<file path="src/tpfg_pkg.sv">
package tpfg_pkg;

    localparam int PHASE_BITS   = 16;
    localparam int TABLE_BITS   = 10;
    localparam int QUARTER_BITS = TABLE_BITS - 2;
    localparam int QUARTER      = 1 << QUARTER_BITS;
    localparam int STEP_BITS    = 16;
    localparam int POS_BITS     = 11;
    localparam int FRAME_BITS   = 2;
    localparam int PIX_BITS     = 8;
    localparam int DATA_BITS    = 24;

    localparam logic [PHASE_BITS-1:0] OFF_ONE = PHASE_BITS'(((1 << PHASE_BITS) + 1) / 3);
    localparam logic [PHASE_BITS-1:0] OFF_TWO = PHASE_BITS'(((2 << PHASE_BITS) + 1) / 3);

    localparam logic [PIX_BITS:0] MID_LEVEL = (PIX_BITS + 1)'(1 << (PIX_BITS - 1));
    localparam logic [PIX_BITS:0] TOP_LEVEL = (PIX_BITS + 1)'((1 << PIX_BITS) - 1);

    localparam real TWO_PI = 6.283185307179586;

    typedef logic [PHASE_BITS-1:0] phase_t;
    typedef logic [TABLE_BITS-1:0] tbl_idx_t;
    typedef logic [PIX_BITS-1:0]   pix_t;
    typedef pix_t cos_tbl_t [QUARTER];

    // configuration register indexes
    typedef enum logic [0:0] {
        REG_PHASE_STEP  = 1'b0,
        REG_ORIENTATION = 1'b1
    } cfg_reg_t;

    // phase offset selectors
    typedef enum logic [1:0] {
        OFF_SEL_ZERO = 2'd0,
        OFF_SEL_ONE  = 2'd1,
        OFF_SEL_TWO  = 2'd2
    } off_sel_t;

    // floor(128 * cos(2*pi*a / 2^TABLE_BITS)) over the first quadrant
    function automatic cos_tbl_t build_cos_table();
        cos_tbl_t tbl;
        real      ang;
        integer   v;
        integer   a;
        for (a = 0; a < QUARTER; a++) begin
            ang    = TWO_PI * a / (1 << TABLE_BITS);
            v      = $rtoi($floor(128.0 * $cos(ang)));
            tbl[a] = v[PIX_BITS-1:0];
        end
        return tbl;
    endfunction

    localparam cos_tbl_t COS_TABLE = build_cos_table();

    function automatic phase_t offset_of(off_sel_t sel);
        phase_t off;
        case (sel)
            OFF_SEL_ZERO: off = '0;
            OFF_SEL_ONE:  off = OFF_ONE;
            OFF_SEL_TWO:  off = OFF_TWO;
            default:      off = '0;
        endcase
        return off;
    endfunction

endpackage

</file>
<file path="src/tpfg_cos_rom.sv">
module tpfg_cos_rom (
    input  tpfg_pkg::tbl_idx_t idx,
    output tpfg_pkg::pix_t     level
);
    import tpfg_pkg::*;

    logic [1:0]              quad;
    logic [QUARTER_BITS-1:0] r;
    logic [QUARTER_BITS:0]   a;
    logic                    use_sin;
    logic                    negative;
    logic                    at_zero;
    logic                    exact;
    logic [PIX_BITS:0]       f;
    logic [PIX_BITS:0]       pos_v;
    logic [PIX_BITS:0]       neg_c;

    assign quad     = idx[TABLE_BITS-1 -: 2];
    assign r        = idx[QUARTER_BITS-1:0];
    assign use_sin  = quad[0];
    assign negative = quad[0] ^ quad[1];

    // sine of r is cosine of quarter minus r
    assign a       = use_sin ? ((QUARTER_BITS + 1)'(QUARTER) - {1'b0, r}) : {1'b0, r};
    assign at_zero = a[QUARTER_BITS];
    // angle zero gives full scale; a quarter turn lies past the table and gives zero
    assign f       = at_zero ? '0 :
                     (a == '0) ? MID_LEVEL : {1'b0, COS_TABLE[a[QUARTER_BITS-1:0]]};
    assign exact   = at_zero || (a == '0);

    assign pos_v = MID_LEVEL + f;
    assign neg_c = f + (PIX_BITS + 1)'(!exact);

    always_comb begin
        if (!negative) begin
            level = (pos_v > TOP_LEVEL) ? TOP_LEVEL[PIX_BITS-1:0] : pos_v[PIX_BITS-1:0];
        end else begin
            level = (neg_c >= MID_LEVEL) ? '0 : PIX_BITS'(MID_LEVEL - neg_c);
        end
    end

endmodule

</file>
<file path="src/tpfg_phase_gen.sv">
module tpfg_phase_gen (
    input  logic [tpfg_pkg::FRAME_BITS-1:0] frame,
    input  logic [tpfg_pkg::POS_BITS-1:0]   pos,
    input  logic [tpfg_pkg::STEP_BITS-1:0]  phase_step,
    output tpfg_pkg::tbl_idx_t              red_idx,
    output tpfg_pkg::tbl_idx_t              green_idx,
    output tpfg_pkg::tbl_idx_t              blue_idx
);
    import tpfg_pkg::*;

    logic [POS_BITS+STEP_BITS-1:0] prod;
    phase_t                        base;
    off_sel_t                      sel_red;
    off_sel_t                      sel_green;
    off_sel_t                      sel_blue;
    phase_t                        ph_red;
    phase_t                        ph_green;
    phase_t                        ph_blue;

    assign prod = {{STEP_BITS{1'b0}}, pos} * {{POS_BITS{1'b0}}, phase_step};
    assign base = prod[PHASE_BITS-1:0];

    // channel c of frame k takes offset (k - c) mod 3, frame three counts as frame zero
    always_comb begin
        case (frame)
            2'd1: begin
                sel_red   = OFF_SEL_ONE;
                sel_green = OFF_SEL_ZERO;
                sel_blue  = OFF_SEL_TWO;
            end
            2'd2: begin
                sel_red   = OFF_SEL_TWO;
                sel_green = OFF_SEL_ONE;
                sel_blue  = OFF_SEL_ZERO;
            end
            default: begin
                sel_red   = OFF_SEL_ZERO;
                sel_green = OFF_SEL_TWO;
                sel_blue  = OFF_SEL_ONE;
            end
        endcase
    end

    assign ph_red   = base + offset_of(sel_red);
    assign ph_green = base + offset_of(sel_green);
    assign ph_blue  = base + offset_of(sel_blue);

    assign red_idx   = ph_red[PHASE_BITS-1 -: TABLE_BITS];
    assign green_idx = ph_green[PHASE_BITS-1 -: TABLE_BITS];
    assign blue_idx  = ph_blue[PHASE_BITS-1 -: TABLE_BITS];

endmodule

</file>
<file path="src/three_phase_fringe_pattern_gen.sv">
// Three-phase fringe pattern generator.
// Input stream s_*: one request per pixel, s_tdata carries frame, column and row.
// Output stream m_*: one result per request, s_tdata order kept, m_tdata
// carries the red, green and blue intensities of that pixel.
// Configuration: cfg_wr_en writes cfg_wdata to register cfg_addr
// (0 phase step, 1 orientation); write only while no request is in flight.
// Pipeline: an accepted request is registered in the input register; its
// result is loaded into the output register, driving m_tvalid, once it is free.
// Throughput: one pixel per clock while m_tready is high; the path between
// the two registers is the position by step multiply, the phase offset add
// and the cosine table.
// Stall: while m_tready is low the output holds and one more request fills
// the input register, after which s_tready drops until the output drains.
// Reset: aresetn low empties both registers and clears phase step and
// orientation to zero.
module three_phase_fringe_pattern_gen (
    input  logic                           aclk,
    input  logic                           aresetn,
    input  logic                           cfg_wr_en,
    input  logic [0:0]                     cfg_addr,
    input  logic [tpfg_pkg::STEP_BITS-1:0] cfg_wdata,
    input  logic                           s_tvalid,
    output logic                           s_tready,
    input  logic [tpfg_pkg::DATA_BITS-1:0] s_tdata,  // frame[1:0], column[12:2], row[23:13]
    output logic                           m_tvalid,
    input  logic                           m_tready,
    output logic [tpfg_pkg::DATA_BITS-1:0] m_tdata   // red[7:0], green[15:8], blue[23:16]
);
    import tpfg_pkg::*;

    logic [STEP_BITS-1:0]  phase_step_reg;
    logic                  orientation_reg;
    logic                  s1_valid_reg;
    logic [FRAME_BITS-1:0] s1_frame_reg;
    logic [POS_BITS-1:0]   s1_pos_reg;
    logic                  out_valid_reg;
    pix_t                  red_reg;
    pix_t                  green_reg;
    pix_t                  blue_reg;

    logic [FRAME_BITS-1:0] in_frame;
    logic [POS_BITS-1:0]   in_column;
    logic [POS_BITS-1:0]   in_row;
    logic [POS_BITS-1:0]   pos_next;
    logic                  out_en;
    logic                  in_en;
    tbl_idx_t              red_idx;
    tbl_idx_t              green_idx;
    tbl_idx_t              blue_idx;
    pix_t                  red_next;
    pix_t                  green_next;
    pix_t                  blue_next;

    assign in_frame  = s_tdata[FRAME_BITS-1:0];
    assign in_column = s_tdata[FRAME_BITS +: POS_BITS];
    assign in_row    = s_tdata[FRAME_BITS+POS_BITS +: POS_BITS];
    assign pos_next  = orientation_reg ? in_row : in_column;

    assign out_en   = !out_valid_reg || m_tready;
    assign in_en    = !s1_valid_reg || out_en;
    assign s_tready = in_en;

    always_ff @(posedge aclk) begin
        if (!aresetn) begin
            phase_step_reg  <= '0;
            orientation_reg <= 1'b0;
        end else if (cfg_wr_en) begin
            case (cfg_reg_t'(cfg_addr))
                REG_PHASE_STEP:  phase_step_reg  <= cfg_wdata;
                REG_ORIENTATION: orientation_reg <= cfg_wdata[0];
                default: ;
            endcase
        end
    end

    always_ff @(posedge aclk) begin
        if (!aresetn) begin
            s1_valid_reg  <= 1'b0;
            out_valid_reg <= 1'b0;
        end else begin
            if (in_en) begin
                s1_valid_reg <= s_tvalid;
            end
            if (out_en) begin
                out_valid_reg <= s1_valid_reg;
            end
        end
    end

    always_ff @(posedge aclk) begin
        if (in_en) begin
            s1_frame_reg <= in_frame;
            s1_pos_reg   <= pos_next;
        end
        if (out_en) begin
            red_reg   <= red_next;
            green_reg <= green_next;
            blue_reg  <= blue_next;
        end
    end

    tpfg_phase_gen u_phase (
        .frame      (s1_frame_reg),
        .pos        (s1_pos_reg),
        .phase_step (phase_step_reg),
        .red_idx    (red_idx),
        .green_idx  (green_idx),
        .blue_idx   (blue_idx)
    );

    tpfg_cos_rom u_rom_red (
        .idx   (red_idx),
        .level (red_next)
    );

    tpfg_cos_rom u_rom_green (
        .idx   (green_idx),
        .level (green_next)
    );

    tpfg_cos_rom u_rom_blue (
        .idx   (blue_idx),
        .level (blue_next)
    );

    assign m_tvalid = out_valid_reg;
    assign m_tdata  = {blue_reg, green_reg, red_reg};

`ifndef SYNTHESIS
    // a full input stage behind a stalled output must not take another request
    a_hold_when_full: assert property (@(posedge aclk) disable iff (!aresetn)
        (s1_valid_reg && out_valid_reg && !m_tready) |-> !s_tready)
        else $error("request taken while both stages are full and stalled");

    // an accepted request lands in the input stage
    a_accept_loads: assert property (@(posedge aclk) disable iff (!aresetn)
        (s_tvalid && s_tready) |=> s1_valid_reg)
        else $error("accepted request lost at the input stage");

    // a pending input item moves to the output when the output is free
    a_advance: assert property (@(posedge aclk) disable iff (!aresetn)
        (s1_valid_reg && out_en) |=> m_tvalid)
        else $error("pending item did not reach the output register");

    // an output that was not taken stays valid
    a_no_drop: assert property (@(posedge aclk) disable iff (!aresetn)
        (m_tvalid && !m_tready) |=> (m_tvalid && $stable(m_tdata)))
        else $error("result dropped or changed while stalled");
`endif

endmodule
</file>
<file path="config.mk">
export PLATFORM = sky130hd
export DESIGN_NAME = three_phase_fringe_pattern_gen
export DESIGN_NICKNAME = d
export VERILOG_FILES = /design/src/tpfg_pkg.sv /design/src/tpfg_cos_rom.sv /design/src/tpfg_phase_gen.sv /design/src/three_phase_fringe_pattern_gen.sv
export SDC_FILE = /design/constraint.sdc
export NUM_CORES = 1
export LEC_CHECK = 0
export ABC_CLOCK_PERIOD_IN_PS = 12000
export BUFFER_PORTS_ARGS = -buffer_cell sky130_fd_sc_hd__buf_4
export CORE_AREA = 2 2 226 173
export CTS_BUF_LIST = sky130_fd_sc_hd__clkbuf_2
export CTS_CLUSTER_SIZE = 8
export DETAILED_ROUTE_END_ITERATION = 16
export DIE_AREA = 0 0 228 175
export GPL_ROUTABILITY_DRIVEN = 0
export HOLD_SLACK_MARGIN = 0.12
export PLACE_DENSITY = 0.55
export SETUP_SLACK_MARGIN = 0.1
export SLEW_MARGIN = 10
export SYNTH_ARGS = -nofsm -noshare
export SYNTH_HDL_FRONTEND = slang
export SYNTH_SLANG_ARGS = --single-unit
</file>
<file path="constraint.sdc">
create_clock -name aclk -period 12 [get_ports aclk]
set_clock_uncertainty 0.05 [all_clocks]
set_input_delay 2.4 -clock aclk [delete_from_list [all_inputs] [get_ports aclk]]
set_output_delay 2.4 -clock aclk [all_outputs]
set_load 0.02 [all_outputs]
</file>
# Word-level counts from Yosys, hierarchy flattened
# Memories as Yosys holds them, arrays and structs flattened.
# Index checks and enable logic that the tools add are counted.
totals:
  ff_bits: 56
  rom_bits: 6144
  inputBits: 46
  out_inout_bits: 26
  elab_cells: 98
  mem_count: 3
op_classes:
  addsub: 15
  multipliers: 1
  magnitude_cmp: 9
  n_eq_ne: 8
  muxes: 31
  bitwise_logic: 7
  n_reduce_logical: 15
memory_table:
  columns: ["name", "words", "word_bits", "read_ports", "rd_clocked_by_memory_dff", "wr", "line", "source"]
  rows:
  - ["(name not given)", 256, 8, 1, 0, 0, "tpfg_cos_rom.sv:28", "(a == '0) ? MID_LEVEL : {1'b0, COS_TABLE[a[QUARTER_BITS-1:0]]};"]
  - ["(name not given)", 256, 8, 1, 0, 0, "tpfg_cos_rom.sv:28", null]
  - ["(name not given)", 256, 8, 1, 0, 0, "tpfg_cos_rom.sv:28", null]
op_table:
  columns: ["op", "count"]
  rows:
  - ["$mux 8", 18]
  - ["$pmux 16 s2", 3]
  - ["$mux 9", 6]
  - ["$add 16x16->16", 3]
  - ["$add 8x9->9 const A", 3]
  - ["$add 9x1->9", 3]
  - ["$ge 9x8->1 const B", 3]
  - ["$ge 9x9->1 const B", 3]
  - ["$gt 9x8->1 const B", 3]
  - ["$logic_not 9->1", 3]
  - ["$not 8->9", 3]
  - ["$sub 9x8->9 const A", 3]
  - ["$sub 8x8->8 const A", 3]
  - ["$mul 11x16->16", 1]
  - ["$pmux 2 s2", 3]
  - ["$mux 11", 1]
  - ["$eq 2x1->1 const B", 4]
  - ["$eq 2x2->1 const B", 4]
  - ["$logic_not 1->1", 5]
  - ["$logic_or 1x1->1", 5]
  - ["$reduce_and 2->1", 2]
  - ["$xor 1x1->1", 3]
  - ["$not 1->1", 1]

# Depth between registers and ports, before layout
# Gate-level depths: netlist of the first run.
logic_depth:
  word_depth: 17
  mapped_depth: 47
  depth_no_buf: 45

# Hierarchy
# From an unflattened synthesis of the first run, not the netlist that was laid out.
hier_totals:
  cells_unflattened: 1979
  area_unflattened_um2: 15242.1
by_module_without_submodules:
  columns: ["module", "n_inst", "cells_per_inst", "area_each_um2", "seq_area_each_um2"]
  rows:
  - ["tpfg_cos_rom", 3, 415, 2741.4, 0.0]
  - ["tpfg_phase_gen", 1, 601, 4993.5, 0.0]
  - ["three_phase_fringe_pattern_gen", 1, 133, 2024.4, 1491.4]

# Least setup slack after synthesis of the first run
# No wires, ideal clock.
synth_timing:
  kind: "register to register"
  startpoint: "register s1_pos_reg[5]"
  endpoint: "register blue_reg[5] (data pin)"
  setup_ps: 276
  arrival_ps: 9733
  required_time_ps: 11674
  slack_ps: 1941
  path_stages_with_launch: 42
  n_path_buf: 6
  period_less_slack_ps: 10059
  path_cell_list: "edfxtp_1 -> clkbuf_1 -> and2_1 -> fa_1 -> inv_1 -> fa_1 -> inv_1 -> fa_1 -> fa_1 -> inv_1 -> fa_1 -> inv_1 -> ha_1 -> buf_6 -> a211o_1 -> a21oi_2 -> nor2_1 -> or4_1 -> [6 not listed] -> inv_1 -> clkbuf_1 -> clkbuf_1 -> buf_1 -> ha_1 -> a31oi_1 -> o31ai_1 -> a21oi_1 -> o211ai_1 -> a31oi_1 -> o2bb2ai_1 -> a211oi_2 -> nor2_1 -> mux2_2 -> a22o_1 -> and3_1 -> o41ai_1 -> a31oi_1"
synth_via:
  elab_chain_len: 14
  elab_cells_between_ends: 22
  cone_classes: "5 x add/sub; 1 x mul; 2 x order compare; 8 x mux; 2 x bitwise; 3 x reduce/logical; 1 x memory"
synth_lines:
  columns: ["item", "line", "source"]
  rows:
  - ["start, declared", "three_phase_fringe_pattern_gen.sv:35", "logic [POS_BITS-1:0] s1_pos_reg;"]
  - ["start signal, assigned", "three_phase_fringe_pattern_gen.sv:93", "s1_pos_reg <= pos_next;"]
  - ["$mul 11x16->16 *", "tpfg_phase_gen.sv:20", "assign prod = {{STEP_BITS{1'b0}}, pos} * {{POS_BITS{1'b0}}, phase_step};"]
  - ["$add 16x16->16 *", "tpfg_phase_gen.sv:46", "assign ph_blue = base + offset_of(sel_blue);"]
  - ["$sub 9x8->9", "tpfg_cos_rom.sv:24", "assign a = use_sin ? ((QUARTER_BITS + 1)'(QUARTER) - {1'b0, r}) : {1'b0, r};"]
  - ["$mux 9", "tpfg_cos_rom.sv:24", null]
  - ["$not 8->9 (implied by the code)", "tpfg_cos_rom.sv:28", null]
  - ["$mem_v2 256x8", null, null]
  - ["$mux 8 (implied by the code) (2 in a row)", "tpfg_cos_rom.sv:28", null]
  - ["$mux 8", "tpfg_cos_rom.sv:28", null]
  - ["$mux 9", "tpfg_cos_rom.sv:27", "assign f = at_zero ? '0 :"]
  - ["$add 9x1->9 or $add 8x9->9 (tied branches)", "tpfg_cos_rom.sv:32, tpfg_cos_rom.sv:31", null]
  - ["$sub 8x8->8, or another cell as far along", "tpfg_cos_rom.sv:38", "level = (neg_c >= MID_LEVEL) ? '0 : PIX_BITS'(MID_LEVEL - neg_c);"]
  - ["$mux 8 (on tied branches)", "tpfg_cos_rom.sv:38, tpfg_cos_rom.sv:36", null]
  - ["$mux 8 *", "tpfg_cos_rom.sv:35", "if (!negative) begin"]
  - ["named net blue_next[5]", "three_phase_fringe_pattern_gen.sv:52", "pix_t blue_next;"]
  - ["end signal, assigned", "three_phase_fringe_pattern_gen.sv:98", "blue_reg <= blue_next;"]
  - ["end, declared", "three_phase_fringe_pattern_gen.sv:39", "pix_t blue_reg;"]
# The timed path passes the listed nets; every way through them passes the cells marked *. The select of a mux whose other input is x is not followed.
# A chain may end at the register's enable or synchronous reset.

# Worst setup path after layout of the first run
layout_timing:
  startpoint: "register s1_pos_reg[4]"
  endpoint: "register red_reg[5] (data pin)"
layout_via:
  elab_chain_len: 14
  elab_cells_between_ends: 22
  cone_classes: "5 x add/sub; 1 x mul; 2 x order compare; 8 x mux; 2 x bitwise; 3 x reduce/logical; 1 x memory"
layout_lines:
  columns: ["item", "line", "source"]
  rows:
  - ["$mul 11x16->16 *", "tpfg_phase_gen.sv:20", null]
  - ["$add 16x16->16 *", "tpfg_phase_gen.sv:44", "assign ph_red = base + offset_of(sel_red);"]
  - ["$sub 9x8->9", "tpfg_cos_rom.sv:24", null]
  - ["$mux 9", "tpfg_cos_rom.sv:24", null]
  - ["$not 8->9 (implied by the code)", "tpfg_cos_rom.sv:28", null]
  - ["$mem_v2 256x8", null, null]
  - ["$mux 8 (implied by the code) (2 in a row)", "tpfg_cos_rom.sv:28", null]
  - ["$mux 8", "tpfg_cos_rom.sv:28", null]
  - ["$mux 9", "tpfg_cos_rom.sv:27", null]
  - ["$add 9x1->9 or $add 8x9->9 (tied branches)", "tpfg_cos_rom.sv:32, tpfg_cos_rom.sv:31", null]
  - ["$sub 8x8->8, or another cell as far along", "tpfg_cos_rom.sv:38", null]
  - ["$mux 8 (on tied branches)", "tpfg_cos_rom.sv:38, tpfg_cos_rom.sv:36", null]
  - ["$mux 8 *", "tpfg_cos_rom.sv:35", null]
  - ["named net red_next[5]", "three_phase_fringe_pattern_gen.sv:50", "pix_t red_next;"]
  - ["end signal, assigned", "three_phase_fringe_pattern_gen.sv:96", "red_reg <= red_next;"]
  - ["end, declared", "three_phase_fringe_pattern_gen.sv:37", "pix_t red_reg;"]
# Marked as above.

==> out/qor.yml, run 1 <==
synthesis:
  syn_nets: 2247
  yosysWarnings: 0
  synth_area_um2: 14900
  synth-edff-count: 37
  ys_types: 103
  async_flop_share: 0
  ys_seq_elements: 56
  synthCells: 1999
  synth_flop_cell: "edfxtp_1"
  synth.avg_cell_area_um2: 7.45
  ys_seq_area_frac: 0.100
routing:
  vias_per_cell: 6.04
  drt-total-wl_um: 44800
  drc: 0
  vias: 15100
  drt_iter0_markers: 1708
  dr.pass1.iters: 7
  wl_per_cell_um: 17.9
  ant_nets: 0
clocking:
  cts_tree: "done"
  hold_buffers: 0
  cts_sinks: 56
  clock_path_buffers: 2
  cts_root_buf: "clkbuf_2"
  ctsHtreeMaxLevel: 2
  clk_latency_ns: 0.61
  clk_pin_slew_ns: 0.35
  cts_buffers: 5
floorplanning:
  dieArea_um2: 39900
  fp.dieW_um: 228
  die_height_um: 175
  io_pins: 72
  core_um2: 37700
  initial_core_util: 0.395
  rows: 62
setup_path:
  cp.required_ns: 12.29
  critPathTopFamily: "adder cells"
  cp_data_arrival_time_ns: 11.73
  worstSetupStartpointType: "flip-flop"
  cp_num_buf_inv: 2
  worstSetupPathType: "flip-flop to flip-flop"
  path_max_fanout: 18
  cpPeakStageDelay_ns: 0.68
  crit_top_cell: "ha_1"
  slowest_stage: "edfxtp_1"
  critPathCaptureType: "flip-flop"
finish:
  seqCellArea_um2: 1490
  nNetsFinal: 2235
  largest_reg_flops: 16
  multi_input_area_um2: 12400
  fill_cells: 3915
  area_delta_synth_final_pct: 6.73
  drive_above_1_share: 0.0951
timing:
  final_max_slew_viol_count: 0
  setup_violations: 0
  fin_tns_setup_ns: 0
  finalCritPeriodShare: 0.953
  tightest_slew_ns: 1.16
  relSlewSlack: 0.218
  rsz0062_at_grt: "true"
  clock.fmax_mhz: 87.4
  final.min_clock_period_ns: 11.44
  hold_violations: 0
global_route:
  grt_usage: 0.221
  antenna_found_initial: 1
  grt_max_degree: 35
  grt_pass1_wl_um: 74200
  gr-total-overflow: 0
  grt_pass1_vias: 13900
job:
  max_cap_viol_count: 0
worst_hold_path:
  hold_class: "flip-flop to flip-flop"
placement:
  port_buffers: 71
  dp_hpwl_um: 34000
run_status:
  status: "finished, final reports clean"
[repair_timing]
action,in CTS,in global routing
resized for setup,0,4
setup buffers,0,2
hold endpoints to repair,0,0
endpoints found under the setup margin,0,9
[cell usage in the layout (no fill, tap or decap), types with 15 or more instances in the layout]
master and instances:
and2_1 68, mux2i_1 20, xor2_1 35, or3_1 18
mux2_2 21, o21ai_0 129, inv_1 124, o21a_1 22
a21oi_1 112, a31oi_1 33, nor3_1 62, xnor2_1 74
dfxtp_1 19, nand2b_1 20, o31ai_1 18, nor2_1 140
edfxtp_1 37, fa_1 75, and3_1 17, a211oi_1 37
nand3_1 54, o211ai_1 41, ha_1 126, buf_4 104
a311oi_1 15, nor4_1 16, nand2_1 238, a21boi_0 21
[cell usage after synthesis, types with 12 or more instances]
| master | number | share of area |
|---|---|---|
| nand2_1 | 239 | 0.060 |
| nor2_1 | 141 | 0.036 |
| o21ai_0 | 129 | 0.043 |
| ha_1 | 127 | 0.11 |
| inv_1 | 124 | 0.031 |
| a21oi_1 | 112 | 0.038 |
| clkbuf_1 | 78 | 0.020 |
| xnor2_1 | 77 | 0.045 |
| fa_1 | 75 | 0.10 |
| and2_1 | 68 | 0.029 |
| nor3_1 | 62 | 0.021 |
| nand3_1 | 54 | 0.018 |
| o211ai_1 | 41 | 0.021 |
| a211oi_1 | 38 | 0.019 |
| edfxtp_1 | 37 | 0.075 |
| xor2_1 | 35 | 0.021 |
| a31oi_1 | 33 | 0.014 |
| buf_2 | 24 | 0.0081 |
| o21a_1 | 22 | 0.011 |
| a21boi_0 | 21 | 0.011 |
| mux2_2 | 21 | 0.016 |
| mux2i_1 | 20 | 0.013 |
| nand2b_1 | 20 | 0.0084 |
| dfxtp_1 | 19 | 0.026 |
| o31ai_1 | 18 | 0.0091 |
| or3_1 | 18 | 0.0076 |
| and3_1 | 17 | 0.0071 |
| nor4_1 | 16 | 0.0067 |
| a311oi_1 | 15 | 0.0088 |
| nand4_1 | 14 | 0.0059 |
| a21o_1 | 12 | 0.0060 |
| buf_1 | 12 | 0.0030 |
[final timing paths]
check	slack (ns)	depth (start not counted)	start	end
setup / recovery	0.56	36	s1_pos_reg[4]$_DFFE_PP_	red_reg[5]$_DFFE_PP_
hold / removal	0.45	2	phase_step_reg[15]$_SDFFE_PN0P_	phase_step_reg[15]$_SDFFE_PN0P_
setup reg to reg	0.56	36	s1_pos_reg[4]$_DFFE_PP_	red_reg[5]$_DFFE_PP_
hold reg to reg	0.45	2	phase_step_reg[15]$_SDFFE_PN0P_	phase_step_reg[15]$_SDFFE_PN0P_
[per-layer routing]
| metal | part of all wire | wire, µm | global-route usage | vias up |
|---|---|---|---|---|
| met5 | 0 | 0 | 0 | - |
| met4 | 0.011 | 483 | 0.0362 | 0 |
| met3 | 0.088 | 3950 | 0.0393 | 45 |
| li1 | - | - | - | 7276 |
| met2 | 0.40 | 17900 | 0.318 | 640 |
| met1 | 0.50 | 22400 | 0.343 | 7142 |
[kinds of logic after synthesis]
group                    share of synthesized area
AO/OA/AOI/OAI                                0.284
AND/OR/NAND/NOR                              0.228
flip-flops                                   0.100
XOR/XNOR                                    0.0753
buffers and inverters                       0.0680
multiplexers                                0.0337
adder cells (fa/ha/maj)                      0.212
[worst min-delay path, cell delays in order (launching register included)]
cell	delay, ns
dfxtp_1	0.39
nand2_1	0.05
a21boi_0	0.07
[metrics by stage]
step,instance area [µm²],hold slack (ns),util,std cells,setup slack (ns)
after CTS,15900,0.444,0.421,2498,0.555
after global placement,15800,0.412,0.419,2490,0.585
after floorplan,14900,0.394,-,1999,1.94
final,15900,0.446,0.422,2501,0.563
after detailed placement,15800,0.418,0.419,2490,0.629
after global routing,15900,0.476,0.422,2501,0.0496
[layout make-up]
cell class | count | share of cell area
well taps | 512 | 0.0403
diodes | 1 | 0.000157
clock inverters | 3 | 0.00212
multi-input cells | 1692 | 0.783
flip-flops and latches | 56 | 0.0938
clock buffers | 5 | 0.00157
repair buffers | 104 | 0.0491
inverters | 128 | 0.0302
Power of run 1 is not shown: default switching activity piles up to over one toggle a cycle in this logic, so the estimate is an artifact.
==> run 2: changes to the inputs <==
Settings changed: BUFFER_PORTS_ARGS -buffer_cell sky130_fd_sc_hd__buf_4 to -buffer_cell sky130_fd_sc_hd__buf_2, PLACE_DENSITY 0.55 to 0.6.
==> out/qor.yml, run 2 (synthesis results as in run 1) <==
global_route:
  grt_pass1_vias: 14000  # +0.45%
  grt_usage: 0.213  # -0.00800
  grt_max_degree: 40  # +14%
  antenna_found_initial: 1  # unchanged
  gr-total-overflow: 0  # unchanged
  grt_pass1_wl_um: 72200  # -2.7%
clocking:
  hold_buffers: 0  # unchanged
  postCtsSetupBuffers: 0  # unchanged
  cts_resized: 0  # unchanged
  cts_sinks: 56  # unchanged
  cts_tree: "done"
  clk_latency_ns: 0.61  # about the same
  clk_pin_slew_ns: 0.41  # +0.06 ns
  cts_buffers: 5  # unchanged
  cts_root_buf: "clkbuf_2"
  ctsHtreeMaxLevel: 2  # unchanged
  clock_path_buffers: 2  # unchanged
setup_path:
  worstSetupStartpointType: "flip-flop"
  crit_start: "s1_pos_reg[5]$_DFFE_PP_"
  slowest_stage: "or4_1"
  cp_num_buf_inv: 6  # +4
  critPathCaptureType: "flip-flop"
  ff2ff_setup_slack_ns: 0.81  # +0.25 ns
  critPathTopFamily: "adder cells"
  worstSetupPathType: "flip-flop to flip-flop"
  path_max_fanout: 24  # +6
  worstReg2RegStart: "s1_pos_reg[5]$_DFFE_PP_"
  cpPeakStageDelay_ns: 0.75  # +0.07 ns
  cp_data_arrival_time_ns: 11.64  # -0.09 ns
  cp.required_ns: 12.46  # +0.17 ns
timing:
  fin_tns_setup_ns: 0  # unchanged
  clock.fmax_mhz: 89.4  # +2.2%
  relSlewSlack: 0.221  # +0.00272
  tightest_slew_ns: 1.16  # -0.00406 ns
  final.min_clock_period_ns: 11.19  # -0.251 ns
  finalCritPeriodShare: 0.932  # -0.0209
  rsz0062_at_grt: "true"
  hold_violations: 0  # unchanged
  final_max_slew_viol_count: 0  # unchanged
  setup_violations: 0  # unchanged
worst_hold_path:
  hp-start: "phase_step_reg[15]$_SDFFE_PN0P_"
  hold_class: "flip-flop to flip-flop"
routing:
  drt-total-wl_um: 43800  # -2.1%
  vias: 15200  # +0.38%
  ant_nets: 0  # unchanged
  wl_per_cell_um: 17.5  # -2.0%
  drt_iter0_markers: 1569  # -8.1%
  dr.pass1.iters: 6  # -1
  vias_per_cell: 6.07  # +0.50%
  drc: 0  # unchanged
floorplanning:
  fp.dieW_um: 228  # unchanged
  dieArea_um2: 39900  # unchanged
  core_um2: 37700  # unchanged
  die_height_um: 175  # unchanged
  rows: 62  # unchanged
  initial_core_util: 0.395  # unchanged
  io_pins: 72  # unchanged
finish:
  fill_cells: 3891  # -0.61%
  fin_util: 0.416  # -0.00558
  largest_reg_flops: 16  # unchanged
  nNetsFinal: 2230  # -0.22%
  drive_above_1_share: 0.0923  # -0.00279
  area_delta_synth_final_pct: 5.32
  layout_commonest_cell: "nand2_1"
  final_cell_mix: "nand2_1 (238), nor2_1 (141), o21ai_0 (129)"
run_status:
  status: "finished, final reports clean"
job:
  max_cap_viol_count: 0  # unchanged
placement:
  port_buffers: 71  # unchanged
  dp_hpwl_um: 33300  # -2.1%
-- run 2: cell types whose count changed in the layout (fill, tap and decap cells not counted), sizes merged --
cell / before / now
buf: 104 / 99
diode: 1 / 3
-- run 2: routing by layer --
layer  wire [µm]  part of all wire  up-vias  GRT usage
met3        3970             0.091       60     0.0398
met1       21400              0.49     7100      0.320
li1            -                 -     7275          -
met2       17900              0.41      726      0.317
met4         614             0.014        0     0.0373
met5           0                 0        -          0
-- run 2: layout make-up --
class,instances,area (µm²),area share
inverter,128,480,0.0306
timing repair buffer,99,566,0.0360
multi-input combinational,1692,12400,0.793
clock buffer,5,25.0,0.00159
antenna,3,7.51,0.000478
clock inverter,3,33.8,0.00215
tap,512,641,0.0408
sequential,56,1490,0.0950
-- run 2: final timing paths --
check             cells past startpoint                              end
hold / removal                        2  phase_step_reg[15]$_SDFFE_PN0P_
setup reg to reg                     40            blue_reg[6]$_DFFE_PP_
setup / recovery                     40            blue_reg[6]$_DFFE_PP_
hold reg to reg                       2  phase_step_reg[15]$_SDFFE_PN0P_
-- run 2: tightest hold or removal path: stages (launching register included) --
cell and delay [ns]:
dfxtp_1 0.39, nand2_1 0.05, a21boi_0 0.07
-- run 2: metrics by stage --
step / setup slack, ns / area (µm²) / std cells / hold WS (ns)
floorplan: 1.94 / 14900 / 1999 / 0.394
global placement: 0.992 / 15600 / 2487 / 0.412
detailed placement: 0.859 / 15600 / 2487 / 0.431
CTS: 0.828 / 15700 / 2495 / 0.458
global route: 0.0264 / 15700 / 2497 / 0.476
finish: 0.813 / 15700 / 2498 / 0.449
Power of run 2 is left out for the same reason.
==> run 3: changes to the inputs <==
Settings changed: ABC_AREA from default to 1, CORE_AREA 2 2 226 173 to 2 2 219 167, DIE_AREA 0 0 228 175 to 0 0 221 169.
==> out/qor.yml, run 3 <==
run_status:
  status: "finished, final reports clean"
synthesis:
  yosys-top-cells-area: "nand2_1 (19%), ha_1 (11%), fa_1 (11%), inv_1 (8.4%), nand3_1 (8.0%)"
  ys_types: 59  # -43%
  synth_area_um2: 13900  # -6.4%
  synth.most_common_cell: "nand2_1"
  ys_top_cells_by_count: "nand2_1 (712), inv_1 (312), nand3_1 (224)"
  ys_seq_area_frac: 0.107  # +0.00683
  yosysWarnings: 0  # unchanged
  synth_top_area_cell: "nand2_1"
  syn_nets: 2503  # +11%
  async_flop_share: 0  # unchanged
  synth.avg_cell_area_um2: 6.18  # -17%
  synthCells: 2255  # +13%
  ys_seq_elements: 56  # unchanged
  netlist.area_leader.share: 0.192  # +0.0850
  synth-edff-count: 37  # unchanged
  synth_flop_cell: "edfxtp_1"
setup_path:
  worstReg2RegStart: "s1_pos_reg[2]$_DFFE_PP_"
  critPathCaptureType: "flip-flop"
  rr_worst_depth: 49  # +23%
  path_max_fanout: 22  # -8.3%
  critPathTopFamily: "adder cells"
  ff2ff_setup_slack_ns: 1.44  # +0.63 ns
  cp.required_ns: 12.32  # -0.14 ns
  rr_endpoint: "blue_reg[6]$_DFFE_PP_"
  slowest_stage: "edfxtp_1"
  crit_top_cell: "nand2_1"
  worstSetupStartpointType: "flip-flop"
  cp_num_buf_inv: 11  # +5
  cpPeakStageDelay_ns: 0.77  # +0.02 ns
  cp_data_arrival_time_ns: 10.88  # -0.76 ns
  worstSetupPathType: "flip-flop to flip-flop"
placement:
  port_buffers: 71  # unchanged
  dp_hpwl_um: 30200  # -9.4%
finish:
  drive_above_1_share: 0.107  # +0.0142
  layout_commonest_cell: "nand2_1"
  nNetsFinal: 2519  # +13%
  largest_reg_flops: 16  # unchanged
  area_delta_synth_final_pct: 4.63
  diodes: 0  # -3
  fill_cells: 3812  # -2.0%
  final_cell_mix: "nand2_1 (712), inv_1 (312), nand3_1 (224)"
global_route:
  grt_pass1_vias: 13300  # -4.5%
  gr-total-overflow: 0  # unchanged
  grt_max_degree: 36  # -10%
  grt_usage: 0.206  # -0.00747
  antenna_found_initial: 0  # -1
  grt_pass1_wl_um: 65300  # -9.5%
routing:
  ant_nets: 0  # unchanged
  dr.pass1.iters: 6  # unchanged
  vias: 14300  # -5.5%
  vias_per_cell: 5.24  # -14%
  wl_per_cell_um: 14.0  # -20%
  drc: 0  # unchanged
  drt_iter0_markers: 1368  # -13%
  drt-total-wl_um: 38200  # -13%
clocking:
  clock_path_buffers: 2  # unchanged
  hold_buffers: 0  # unchanged
  cts_sinks: 56  # unchanged
  postCtsSetupBuffers: 0  # unchanged
  cts_resized: 0  # unchanged
  cts_root_buf: "clkbuf_2"
  cts_buffers: 5  # unchanged
  clk_pin_slew_ns: 0.41  # about the same
  cts_tree: "done"
  ctsHtreeMaxLevel: 2  # unchanged
  clk_latency_ns: 0.64  # +0.03 ns
worst_hold_path:
  hold_class: "flip-flop to flip-flop"
  min_to: "m_tvalid$_SDFFE_PN0P_"
  hold_depth: 2  # unchanged
  hp-start: "s1_valid_reg$_SDFFE_PN0P_"
timing:
  fin_tns_setup_ns: 0  # unchanged
  relSlewSlack: 0.472  # +0.252
  rsz0062_at_grt: "false"
  clock.fmax_mhz: 94.7  # +5.9%
  final.min_clock_period_ns: 10.56  # -0.628 ns
  setup_violations: 0  # unchanged
  tightest_slew_ns: 0.792  # -0.369 ns
  hold_violations: 0  # unchanged
  final_max_slew_viol_count: 0  # unchanged
  finalCritPeriodShare: 0.880  # -0.0523
floorplanning:
  initial_core_util: 0.394  # -0.000750
  core_um2: 35400  # -6.2%
  io_pins: 72  # unchanged
  die_height_um: 169  # -3.4%
  dieArea_um2: 37300  # -6.4%
  fp.dieW_um: 221  # -3.1%
  rows: 60  # -3.2%
job:
  max_cap_viol_count: 0  # unchanged
## run 3: worst max path at each step
stage,start,endpoint,slack [ns],depth (start not counted)
after floorplan,s1_pos_reg[2]$_DFFE_PP_,blue_reg[6]$_DFFE_PP_,3.19,51
after global placement,s1_pos_reg[2]$_DFFE_PP_,blue_reg[6]$_DFFE_PP_,2.07,50
after detailed placement,s1_pos_reg[2]$_DFFE_PP_,blue_reg[6]$_DFFE_PP_,1.72,49
after CTS,s1_pos_reg[2]$_DFFE_PP_,blue_reg[6]$_DFFE_PP_,1.61,49
after global routing,s1_pos_reg[2]$_DFFE_PP_,blue_reg[6]$_DFFE_PP_,0.64,49
final,s1_pos_reg[2]$_DFFE_PP_,blue_reg[6]$_DFFE_PP_,1.44,49
## run 3: cell type report
class / count / area (µm²) / area share
well taps: 465 / 582 / 0.0399
repair buffers: 74 / 378 / 0.0259
multi-input cells: 1787 / 10800 / 0.739
clock inverters: 3 / 33.8 / 0.00232
inverters: 347 / 1310 / 0.0894
clock buffers: 5 / 25.0 / 0.00171
flip-flops and latches: 56 / 1490 / 0.102
## run 3: per-stage QoR
step,std cells,cell area [µm²],hold slack (ns),setup slack (ns),utilization
after floorplan,2255,13900,0.379,3.19,-
after global placement,2729,14500,0.384,2.07,0.411
after detailed placement,2729,14500,0.400,1.72,0.411
after CTS,2737,14600,0.428,1.61,0.413
after global routing,2737,14600,0.455,0.643,0.413
final,2737,14600,0.426,1.44,0.413
## run 3: worst reg2reg max path: cells and delay by family (launching register included)
family	cells	cell delay, ns
AO/OA/AOI/OAI	11	1.63
XOR/XNOR	1	0.14
adder cells (fa/ha/maj)	10	4.06
buffers and inverters	11	1.45
flip-flops	1	0.77
AND/OR/NAND/NOR	16	2.17
## run 3: per-layer routing
metal | up-vias | routed length, µm | track usage
li1 | 7208 | - | -
met1 | 6490 | 19300 | 0.316
met2 | 588 | 15600 | 0.311
met3 | 44 | 2920 | 0.0260
met4 | 0 | 386 | 0.0271
met5 | - | 0 | 0
## run 3: cells by family (layout without fill, tap and decap cells)
logic type,after synthesis,after routing,share of synthesized area
flip-flops,56,56,0.107
adder cells (fa/ha/maj),202,202,0.222
AO/OA/AOI/OAI,252,252,0.103
AND/OR/NAND/NOR,1262,1262,0.399
buffers and inverters,412,429,0.120
XOR/XNOR,60,60,0.0404
multiplexers,11,11,0.00888
Power of run 3 is left out for the same reason.
